==> src/smph_pkg.sv <==
`default_nettype none

package smph_pkg;

  // Identifier bytes that open every packet, and the frame permission table.
  localparam int ID_BYTES    = 8;
  localparam int FRAME_COUNT = 16;
  localparam int FIRST_FRAME = 0;

  // Position counter width and its saturation value.
  localparam int          POS_W   = 8;
  localparam logic [7:0]  POS_MAX = 8'hFF;

  // Packet types.
  localparam logic [7:0] TYPE_PING   = 8'hFE;
  localparam logic [7:0] TYPE_CONFIG = 8'hD0;

  // Marker byte meaning "all samples" or "all frames".
  localparam logic [7:0] ALL_MARK = 8'hFF;

  // Number of sample bits held per frame.
  localparam int SAMPLE_BITS = 8;

  // Configuration port.
  localparam int CFG_DATA_W = 64;
  localparam int CFG_ADDR_W = 4;

  typedef enum logic [0:0] {
    REG_SENSOR_ID = 1'b0
  } reg_index_t;

  typedef enum logic [0:0] {
    ACT_BYTE  = 1'b0,
    ACT_QUERY = 1'b1
  } action_t;

  typedef enum logic [1:0] {
    KIND_ECHO  = 2'd0,
    KIND_EMPTY = 2'd1,
    KIND_MASK  = 2'd2
  } result_kind_t;

  // One-hot bit for a sample number; samples of 8 or more give no bit.
  function automatic logic [7:0] sample_bit(input logic [7:0] s);
    logic [7:0] bit_v;
    bit_v = '0;
    if (int'(s) < SAMPLE_BITS) begin
      bit_v = 8'd1 << s[2:0];
    end
    return bit_v;
  endfunction

endpackage

`default_nettype wire

==> src/smph_if.sv <==
`default_nettype none

// Input channel: one packet byte or one table query per item.
interface smph_in_if;
  logic       valid;
  logic       ready;
  logic [0:0] action;
  logic [7:0] packet_type;
  logic [7:0] data_byte;
  logic       last_byte;
  logic [3:0] frame_index;

  modport source (
    output valid, action, packet_type, data_byte, last_byte, frame_index,
    input  ready
  );
  modport sink (
    input  valid, action, packet_type, data_byte, last_byte, frame_index,
    output ready
  );
endinterface

// Result channel: echoed bytes, empty replies and frame masks.
interface smph_out_if;
  logic       valid;
  logic       ready;
  logic [1:0] result_kind;
  logic [7:0] reply_byte;
  logic       reply_last;
  logic [7:0] frame_mask;

  modport source (
    output valid, result_kind, reply_byte, reply_last, frame_mask,
    input  ready
  );
  modport sink (
    input  valid, result_kind, reply_byte, reply_last, frame_mask,
    output ready
  );
endinterface

`default_nettype wire

==> src/sensor_maintenance_packet_handler.sv <==
// Sensor maintenance packet handler. Packet bytes arrive one item at a time on
// in_ch, each tagged with its packet type; the first ID_BYTES bytes must equal
// the sensor identifier written at register 0 (byte 0 in bits 7:0), otherwise
// the rest of the packet is dropped. Ping payload bytes are echoed on out_ch,
// and a ping with no payload gives one empty-reply item. A config packet
// clears the 16-entry frame permission table and then applies (sample, frame)
// byte pairs to it. A query item returns one table entry as a frame mask.
// Every item is handled as it is accepted: the packet state and table are
// updated at the accepting edge and any result lands in the output register,
// so one item is accepted in every cycle while out_ch keeps taking results.
// The output register is the only buffering, so a stalled out_ch stops
// input acceptance after one held result. There is no clearing pass after
// reset; the table flip-flops clear at once.
`default_nettype none

module sensor_maintenance_packet_handler (
  input  wire logic                           clk,
  input  wire logic                           rst_n,
  smph_in_if.sink                             in_ch,
  smph_out_if.source                          out_ch,
  input  wire logic                           psel,
  input  wire logic                           penable,
  input  wire logic                           pwrite,
  input  wire logic [smph_pkg::CFG_ADDR_W-1:0] paddr,
  input  wire logic [smph_pkg::CFG_DATA_W-1:0] pwdata,
  output logic      [smph_pkg::CFG_DATA_W-1:0] prdata,
  output logic                                pready
);
  import smph_pkg::*;

  // The register index is the address divided by the 8-byte stride.
  localparam int REG_LSB = 3;

  // Configuration register.
  logic [CFG_DATA_W-1:0] sensor_id_r;

  // Packet state.
  logic [POS_W-1:0] pos_r, pos_nxt;
  logic             id_match_r, id_match_nxt;
  logic [7:0]       held_sample_r, held_sample_nxt;
  logic             cfg_done_r, cfg_done_nxt;

  // Frame permission table, one flip-flop row per frame.
  logic [7:0] perm_r   [FRAME_COUNT];
  logic [7:0] perm_nxt [FRAME_COUNT];

  // Output register.
  logic         out_valid_r, out_valid_nxt;
  result_kind_t out_kind_r, out_kind_nxt;
  logic [7:0]   out_byte_r, out_byte_nxt;
  logic         out_last_r, out_last_nxt;
  logic [7:0]   out_mask_r, out_mask_nxt;

  logic       in_accept;
  logic       cfg_write;
  reg_index_t cfg_reg;
  logic [7:0] want_byte;
  logic       byte_ok;
  logic       odd_offset;
  logic       in_range;
  int         frame_off;
  logic [7:0] new_bit;

  // ---------------------------------------------------------------------------
  // Configuration port. pready is tied high, so no access is ever extended
  // by wait states after its setup phase.
  // ---------------------------------------------------------------------------
  assign pready    = 1'b1;
  assign cfg_reg   = reg_index_t'(paddr[REG_LSB]);
  assign cfg_write = psel && penable && pwrite && pready && (cfg_reg == REG_SENSOR_ID);

  always_comb begin
    prdata = '0;
    if (cfg_reg == REG_SENSOR_ID) begin
      prdata = sensor_id_r;
    end
  end

  always_ff @(posedge clk) begin
    if (!rst_n) begin
      sensor_id_r <= '0;
    end else if (cfg_write) begin
      sensor_id_r <= pwdata;
    end
  end

  // ---------------------------------------------------------------------------
  // Handshake. A new item is taken whenever the output register is empty or
  // its item is being taken in the same cycle.
  // ---------------------------------------------------------------------------
  assign in_ch.ready = !out_valid_r || out_ch.ready;
  assign in_accept   = in_ch.valid && in_ch.ready;

  // Identifier byte expected at the current position; only meaningful while
  // the position is below ID_BYTES. The select uses the low three position bits, so it stays inside the word.
  assign want_byte  = sensor_id_r[8*int'(pos_r[2:0]) +: 8];
  assign byte_ok    = (in_ch.data_byte == want_byte);

  // Parity of the offset into the payload, without a subtraction.
  assign odd_offset = pos_r[0] ^ ID_BYTES[0];

  // Frame byte decoded against the table window.
  assign frame_off  = int'(in_ch.data_byte) - FIRST_FRAME;
  assign in_range   = (frame_off >= 0) && (frame_off < FRAME_COUNT);
  assign new_bit    = sample_bit(held_sample_r);

  // ---------------------------------------------------------------------------
  // Item processing: packet state, table update and the result, all in one
  // pass.
  // ---------------------------------------------------------------------------
  always_comb begin
    pos_nxt         = pos_r;
    id_match_nxt    = id_match_r;
    held_sample_nxt = held_sample_r;
    cfg_done_nxt    = cfg_done_r;
    for (int i = 0; i < FRAME_COUNT; i++) begin
      perm_nxt[i] = perm_r[i];
    end

    out_valid_nxt = out_valid_r && !out_ch.ready;
    out_kind_nxt  = out_kind_r;
    out_byte_nxt  = out_byte_r;
    out_last_nxt  = out_last_r;
    out_mask_nxt  = out_mask_r;

    if (in_accept) begin
      out_kind_nxt = KIND_ECHO;
      out_byte_nxt = '0;
      out_last_nxt = 1'b0;
      out_mask_nxt = '0;

      if (action_t'(in_ch.action) == ACT_QUERY) begin
        // A query reads one entry and leaves the packet state alone; an index
        // beyond the table reads as zero.
        out_valid_nxt = 1'b1;
        out_kind_nxt  = KIND_MASK;
        for (int i = 0; i < FRAME_COUNT; i++) begin
          if (int'(in_ch.frame_index) == i) begin
            out_mask_nxt = perm_r[i];
          end
        end
      end else begin
        if (pos_r != POS_MAX) begin
          if (int'(pos_r) < ID_BYTES) begin
            // Identifier phase: any mismatching byte spoils the packet.
            id_match_nxt = id_match_r && byte_ok;
            if ((int'(pos_r) == ID_BYTES - 1) && id_match_nxt) begin
              if (in_ch.packet_type == TYPE_CONFIG) begin
                for (int i = 0; i < FRAME_COUNT; i++) begin
                  perm_nxt[i] = '0;
                end
              end else if ((in_ch.packet_type == TYPE_PING) && in_ch.last_byte) begin
                out_valid_nxt = 1'b1;
                out_kind_nxt  = KIND_EMPTY;
              end
            end
          end else if (id_match_r) begin
            if (in_ch.packet_type == TYPE_PING) begin
              out_valid_nxt = 1'b1;
              out_kind_nxt  = KIND_ECHO;
              out_byte_nxt  = in_ch.data_byte;
              out_last_nxt  = in_ch.last_byte;
            end else if ((in_ch.packet_type == TYPE_CONFIG) && !cfg_done_r) begin
              if (!odd_offset) begin
                // Sample byte of a pair; held until its frame byte arrives.
                held_sample_nxt = in_ch.data_byte;
              end else if ((held_sample_r == ALL_MARK) &&
                           (in_ch.data_byte == ALL_MARK)) begin
                // Grant everything and ignore the rest of the packet.
                for (int i = 0; i < FRAME_COUNT; i++) begin
                  perm_nxt[i] = '1;
                end
                cfg_done_nxt = 1'b1;
              end else if (held_sample_r == ALL_MARK) begin
                for (int i = 0; i < FRAME_COUNT; i++) begin
                  if (in_range && (frame_off == i)) begin
                    perm_nxt[i] = '1;
                  end
                end
              end else if (in_ch.data_byte == ALL_MARK) begin
                for (int i = 0; i < FRAME_COUNT; i++) begin
                  perm_nxt[i] = perm_r[i] | new_bit;
                end
              end else begin
                for (int i = 0; i < FRAME_COUNT; i++) begin
                  if (in_range && (frame_off == i)) begin
                    perm_nxt[i] = perm_r[i] | new_bit;
                  end
                end
              end
            end
          end
          pos_nxt = pos_r + 1'b1;
        end

        // The final byte always ends the packet, even past saturation.
        if (in_ch.last_byte) begin
          pos_nxt      = '0;
          id_match_nxt = 1'b1;
          cfg_done_nxt = 1'b0;
        end
      end
    end
  end

  always_ff @(posedge clk) begin
    if (!rst_n) begin
      pos_r         <= '0;
      id_match_r    <= 1'b1;
      held_sample_r <= '0;
      cfg_done_r    <= 1'b0;
      out_valid_r   <= 1'b0;
      for (int i = 0; i < FRAME_COUNT; i++) begin
        perm_r[i] <= '0;
      end
    end else begin
      pos_r         <= pos_nxt;
      id_match_r    <= id_match_nxt;
      held_sample_r <= held_sample_nxt;
      cfg_done_r    <= cfg_done_nxt;
      out_valid_r   <= out_valid_nxt;
      for (int i = 0; i < FRAME_COUNT; i++) begin
        perm_r[i] <= perm_nxt[i];
      end
    end
  end

  always_ff @(posedge clk) begin
    out_kind_r <= out_kind_nxt;
    out_byte_r <= out_byte_nxt;
    out_last_r <= out_last_nxt;
    out_mask_r <= out_mask_nxt;
  end

  assign out_ch.valid       = out_valid_r;
  assign out_ch.result_kind = out_kind_r;
  assign out_ch.reply_byte  = out_byte_r;
  assign out_ch.reply_last  = out_last_r;
  assign out_ch.frame_mask  = out_mask_r;

  // ---------------------------------------------------------------------------
  // Assertions.
  // ---------------------------------------------------------------------------

  // At the start of a packet the identifier has not yet been spoilt.
  a_start_matches: assert property (@(posedge clk) disable iff (!rst_n)
    (pos_r == '0) |-> id_match_r)
    else $error("identifier mismatch flag set at packet start");

  // The final byte of a packet always returns the position to zero and clears the config-done flag.
  a_last_resets: assert property (@(posedge clk) disable iff (!rst_n)
    (in_accept && (action_t'(in_ch.action) == ACT_BYTE) && in_ch.last_byte)
      |=> (pos_r == '0) && !cfg_done_r)
    else $error("packet state not cleared after final byte");

  // A query always produces a frame mask item in the next cycle.
  a_query_result: assert property (@(posedge clk) disable iff (!rst_n)
    (in_accept && (action_t'(in_ch.action) == ACT_QUERY))
      |=> out_valid_r && (out_kind_r == KIND_MASK))
    else $error("query did not yield a frame mask item");

  // Fields that do not belong to the result kind are zero.
  a_unused_zero: assert property (@(posedge clk) disable iff (!rst_n)
    out_valid_r |->
      ((out_kind_r == KIND_MASK) || (out_mask_r == '0)) &&
      ((out_kind_r == KIND_ECHO) || ((out_byte_r == '0) && !out_last_r)))
    else $error("result carries stray field bits");

endmodule

`default_nettype wire
==> src/flat_wrapper.sv <==
// flat-port wrapper written by rule: the top's interface ports become plain ports
module sensor_maintenance_packet_handler_flat import smph_pkg::*;
  (clk, rst_n, psel, penable, pwrite, paddr, pwdata, prdata, pready, in_ch_valid, in_ch_action, in_ch_packet_type, in_ch_data_byte, in_ch_last_byte, in_ch_frame_index, in_ch_ready, out_ch_valid, out_ch_result_kind, out_ch_reply_byte, out_ch_reply_last, out_ch_frame_mask, out_ch_ready);
  smph_in_if in_ch_i ();
  smph_out_if out_ch_i ();
  input  wire logic clk;
  input  wire logic rst_n;
  input  wire logic psel;
  input  wire logic penable;
  input  wire logic pwrite;
  input  wire logic [smph_pkg::CFG_ADDR_W-1:0] paddr;
  input  wire logic [smph_pkg::CFG_DATA_W-1:0] pwdata;
  output logic      [smph_pkg::CFG_DATA_W-1:0] prdata;
  output logic pready;
  input wire logic [$bits(in_ch_i.valid)-1:0] in_ch_valid;
  input wire logic [$bits(in_ch_i.action)-1:0] in_ch_action;
  input wire logic [$bits(in_ch_i.packet_type)-1:0] in_ch_packet_type;
  input wire logic [$bits(in_ch_i.data_byte)-1:0] in_ch_data_byte;
  input wire logic [$bits(in_ch_i.last_byte)-1:0] in_ch_last_byte;
  input wire logic [$bits(in_ch_i.frame_index)-1:0] in_ch_frame_index;
  output wire logic [$bits(in_ch_i.ready)-1:0] in_ch_ready;
  output wire logic [$bits(out_ch_i.valid)-1:0] out_ch_valid;
  output wire logic [$bits(out_ch_i.result_kind)-1:0] out_ch_result_kind;
  output wire logic [$bits(out_ch_i.reply_byte)-1:0] out_ch_reply_byte;
  output wire logic [$bits(out_ch_i.reply_last)-1:0] out_ch_reply_last;
  output wire logic [$bits(out_ch_i.frame_mask)-1:0] out_ch_frame_mask;
  input wire logic [$bits(out_ch_i.ready)-1:0] out_ch_ready;
  assign in_ch_i.valid = in_ch_valid;
  assign in_ch_i.action = in_ch_action;
  assign in_ch_i.packet_type = in_ch_packet_type;
  assign in_ch_i.data_byte = in_ch_data_byte;
  assign in_ch_i.last_byte = in_ch_last_byte;
  assign in_ch_i.frame_index = in_ch_frame_index;
  assign in_ch_ready = in_ch_i.ready;
  assign out_ch_valid = out_ch_i.valid;
  assign out_ch_result_kind = out_ch_i.result_kind;
  assign out_ch_reply_byte = out_ch_i.reply_byte;
  assign out_ch_reply_last = out_ch_i.reply_last;
  assign out_ch_frame_mask = out_ch_i.frame_mask;
  assign out_ch_i.ready = out_ch_ready;
  sensor_maintenance_packet_handler u_core (.clk(clk), .rst_n(rst_n), .in_ch(in_ch_i), .out_ch(out_ch_i), .psel(psel), .penable(penable), .pwrite(pwrite), .paddr(paddr), .pwdata(pwdata), .prdata(prdata), .pready(pready));
endmodule
==> config.mk <==
export PLATFORM = sky130hd
export DESIGN_NAME = sensor_maintenance_packet_handler_flat
export DESIGN_NICKNAME = d
export VERILOG_FILES = /design/src/smph_pkg.sv /design/src/smph_if.sv /design/src/sensor_maintenance_packet_handler.sv /design/src/flat_wrapper.sv
export SDC_FILE = /design/constraint.sdc
export NUM_CORES = 1
export LEC_CHECK = 0
export BUFFER_PORTS_ARGS = -buffer_cell sky130_fd_sc_hd__clkbuf_2
export CAP_MARGIN = 5
export CELL_PAD_IN_SITES_DETAIL_PLACEMENT = 0
export CELL_PAD_IN_SITES_GLOBAL_PLACEMENT = 1
export CORE_ASPECT_RATIO = 1.75
export CORE_UTILIZATION = 44
export CTS_BUF_LIST = sky130_fd_sc_hd__clkbuf_8
export CTS_CLUSTER_DIAMETER = 40
export CTS_CLUSTER_SIZE = 20
export DETAILED_ROUTE_END_ITERATION = 10
export GPL_TIMING_DRIVEN = 1
export PLACE_DENSITY_LB_ADDON = 0.1
export SKIP_CTS_REPAIR_TIMING = 1
export SYNTH_ARGS = -nofsm -noshare
export SYNTH_HDL_FRONTEND = slang
export SYNTH_SLANG_ARGS = --single-unit
==> constraint.sdc <==
create_clock -name clk -period 3.4 [get_ports clk]
set_clock_uncertainty 0.05 [all_clocks]
set_input_delay 0.34 -clock clk [delete_from_list [all_inputs] [get_ports clk]]
set_output_delay 0.34 -clock clk [all_outputs]
set_load 0.05 [all_outputs]
==> metrics.csv <==
metric,value,unit
share of cells above drive strength 1,21.2,%
"Design Area, Final",0.0130,sq mm
Nets,1510,
initial antenna violation count,0,
ANT cells,0,
CTS sink count,230,
DP Wirelength,22000,um
count of distinct cell types in the synthesized netlist,54,
vias in the first global route,9080,
Yosys top cell area share,39.6,%
Syn-to-layout area delta,22.2,%
Starting Density,44.6,%
Critical Path Fanout Max,41,
CTS tree,done,
die width,120,um
slowest cell delay on critical path,720,ps
largest cells by area after synthesis,"dfxtp_1, nand2_1, o22ai_1",
die area,0.0249,sq mm
WS Path Type,reg2reg,
CTS root buf,clkbuf_8,
register area share after synthesis,44.9,%
run status,completed,
sequential cell area,0.00479,sq mm
"EDFF count, synth",19,
post-synthesis register bit count,230,
drt total wl,32600,um
Max H-tree Level,1,
worst ir drop on vdd,342,uV
wire per inst,18.7,um
CP Launch Type,flip-flop,
WP data required,3770,ps
maximum clock frequency,329,MHz
Slew headroom,40.8,%
Tot GR Track Use,25.8,%
CP cell instances,mux4_2 > mux2i_1 > xnor2_1 > nor4_2 > and4_4 > buf_12 > o22ai_1,
min Tclk post-route,3040,ps
filler instances,2321,
Crit path arrival time,3410,ps
antenna-violating nets left,0,
fin worst setup slack,365,ps
Iter 0 DRT Violations,530,
total power,5.51,mW
dpl cell area,0.0118,sq mm
Post-Syn Area,0.0107,sq mm
post-route insts no fill,1742,
Worst Max-Slew Pin Slew,882,ps
Yosys top cell by area,dfxtp_1,
final core utilization,54.5,%
row count,75,
Vias,9593,
largest net degree at the start of global routing,121,
Clock Path Buffers,3,
share of flip-flops with an asynchronous set or reset,0,%
unrepaired setup endpoints after global routing,false,
final hold vios,0,
multi-input logic area,0.00536,sq mm
worst hold path class,in2reg,
drt first pass iters,5,
Hold WS,75.7,ps
worst skew pair latency,590,ps
Setup WS pre-CTS,346,ps
Syn Inst Count,1208,
Synth Flop Type,dfxtp_1,
final setup TNS,0,ps
GP Congestion,0.816,
number of I/O port buffers,178,
"Remaining Overflow, GRT",0,
CTS buffer count,28,
first-pass GRT wire length,50100,um
# IOs,183,
max-cap viol count,0,
final setup violating endpoints,0,
fin crit share,89.3,%
Slew Limit Fails,0,
PwrDens,422,mW/mm^2
static leakage,5.04,nW
clock slew at reported path FFs,90,ps
CP max-delay cell,dfxtp_1,
core box area,0.0239,sq mm
DRC viols,0,
crit end category,flip-flop,
Avg Inst Size Synth,8.84,sq um
Via density,5.51,
Die Ht,208,um
dpl cells,1626,
Mapped Nets,1306,
synth warn,0,
[where the power goes]
group	switching [mW]	total [mW]	internal, mW
clock	1.22	2.19	0.971
sequential	0.0194	2.78	2.76
combinational	0.343	0.537	0.194
total	1.58	5.51	3.92
[Yosys cell counts, drive strengths merged (6+ instances only)]
cell and n:
a211oi 7, a21boi 66, a21o 6, a21oi 28, a22oi 10, and3 14, buf 28, clkbuf 73
dfxtp 211, edfxtp 19, inv 6, mux2 11, mux2i 37, mux4 25, nand2 277, nand4 6
nor2 43, nor2b 80, nor3 18, nor3b 6, o21ai 38, o221ai 6, o22ai 130, xnor2 7
[state kept, by name (all words and copies together) (netlist names)]
name / flops
u_core.perm_r: 128
u_core.sensor_id_r: 64
u_core.held_sample_r: 8
u_core.out_ch.frame_mask: 8
u_core.out_ch.reply_byte: 8
u_core.pos_r: 8
u_core.out_ch.result_kind: 2
u_core.cfg_done_r: 1
u_core.id_match_r: 1
u_core.out_ch.reply_last: 1
u_core.out_ch.valid: 1
[cell families after synthesis]
family | Yosys count | share of synthesized area (%)
xor gates and xnor gates | 12 | 0.984
and+or+nand+nor | 480 | 20.8
DFF | 230 | 44.9
AOI/OAI and AO/OA | 302 | 18.3
buffers and inverters | 109 | 4.96
adders and majority gates | 1 | 0.117
other | 1 | 0.0351
muxes | 73 | 9.90
[metal layers]
layer  share of wire, %  GRT usage [%]  routed length, um  vias to the layer above
li1                   -              -                  -                     4684
met1                 38           28.2              12500                     4617
met2                 53           47.2              17400                      238
met3                4.6           5.15               1510                       54
met4                3.7           11.3               1210                        0
met5                  0              0                  0                        -
[worst paths after layout]
check | depth (start not counted) | slack (ps) | start | end
hold reg to reg | 2 | 420 | u_core.perm_r[0][53]$_SDFFE_PN0P_ | u_core.perm_r[0][53]$_SDFFE_PN0P_
hold / removal | 3 | 80 | pwdata[10] | u_core.sensor_id_r[10]$_SDFFE_PN0P_
setup reg to reg | 7 | 360 | u_core.pos_r[0]$_SDFFE_PN0P_ | u_core.perm_r[0][7]$_SDFFE_PN0P_
setup / recovery | 7 | 360 | u_core.pos_r[0]$_SDFFE_PN0P_ | u_core.perm_r[0][7]$_SDFFE_PN0P_
[critical path, delay by kind of cell, from the launching register on]
kind                      cells  cell delay, ps
muxes                         2             790
AOI/OAI and AO/OA             1             110
buffers and inverters         1             250
DFF                           1             720
and+or+nand+nor               2             830
xor gates and xnor gates      1             100
[layout by cell type, fill, tap and decap left out, drive strengths merged, types with 34 or more instances in the layout]
cell,instances
clkbuf,206
dlygate4sd3,64
buf,34
a21boi,66
nor2b,80
dfxtp,211
nand2,277
o22ai,130
nor2,43
mux2i,37
o21ai,38
[layout make-up]
cell class	count	share of cell area, %
inverters	8	0.230
repair buffers	275	14.2
clock buffers	29	3.06
multi-input cells	869	41.1
flip-flops and latches	230	36.7
clock inverters	23	1.76
well taps	308	2.95
No activity file was read; power rests on OpenSTA's default activity.
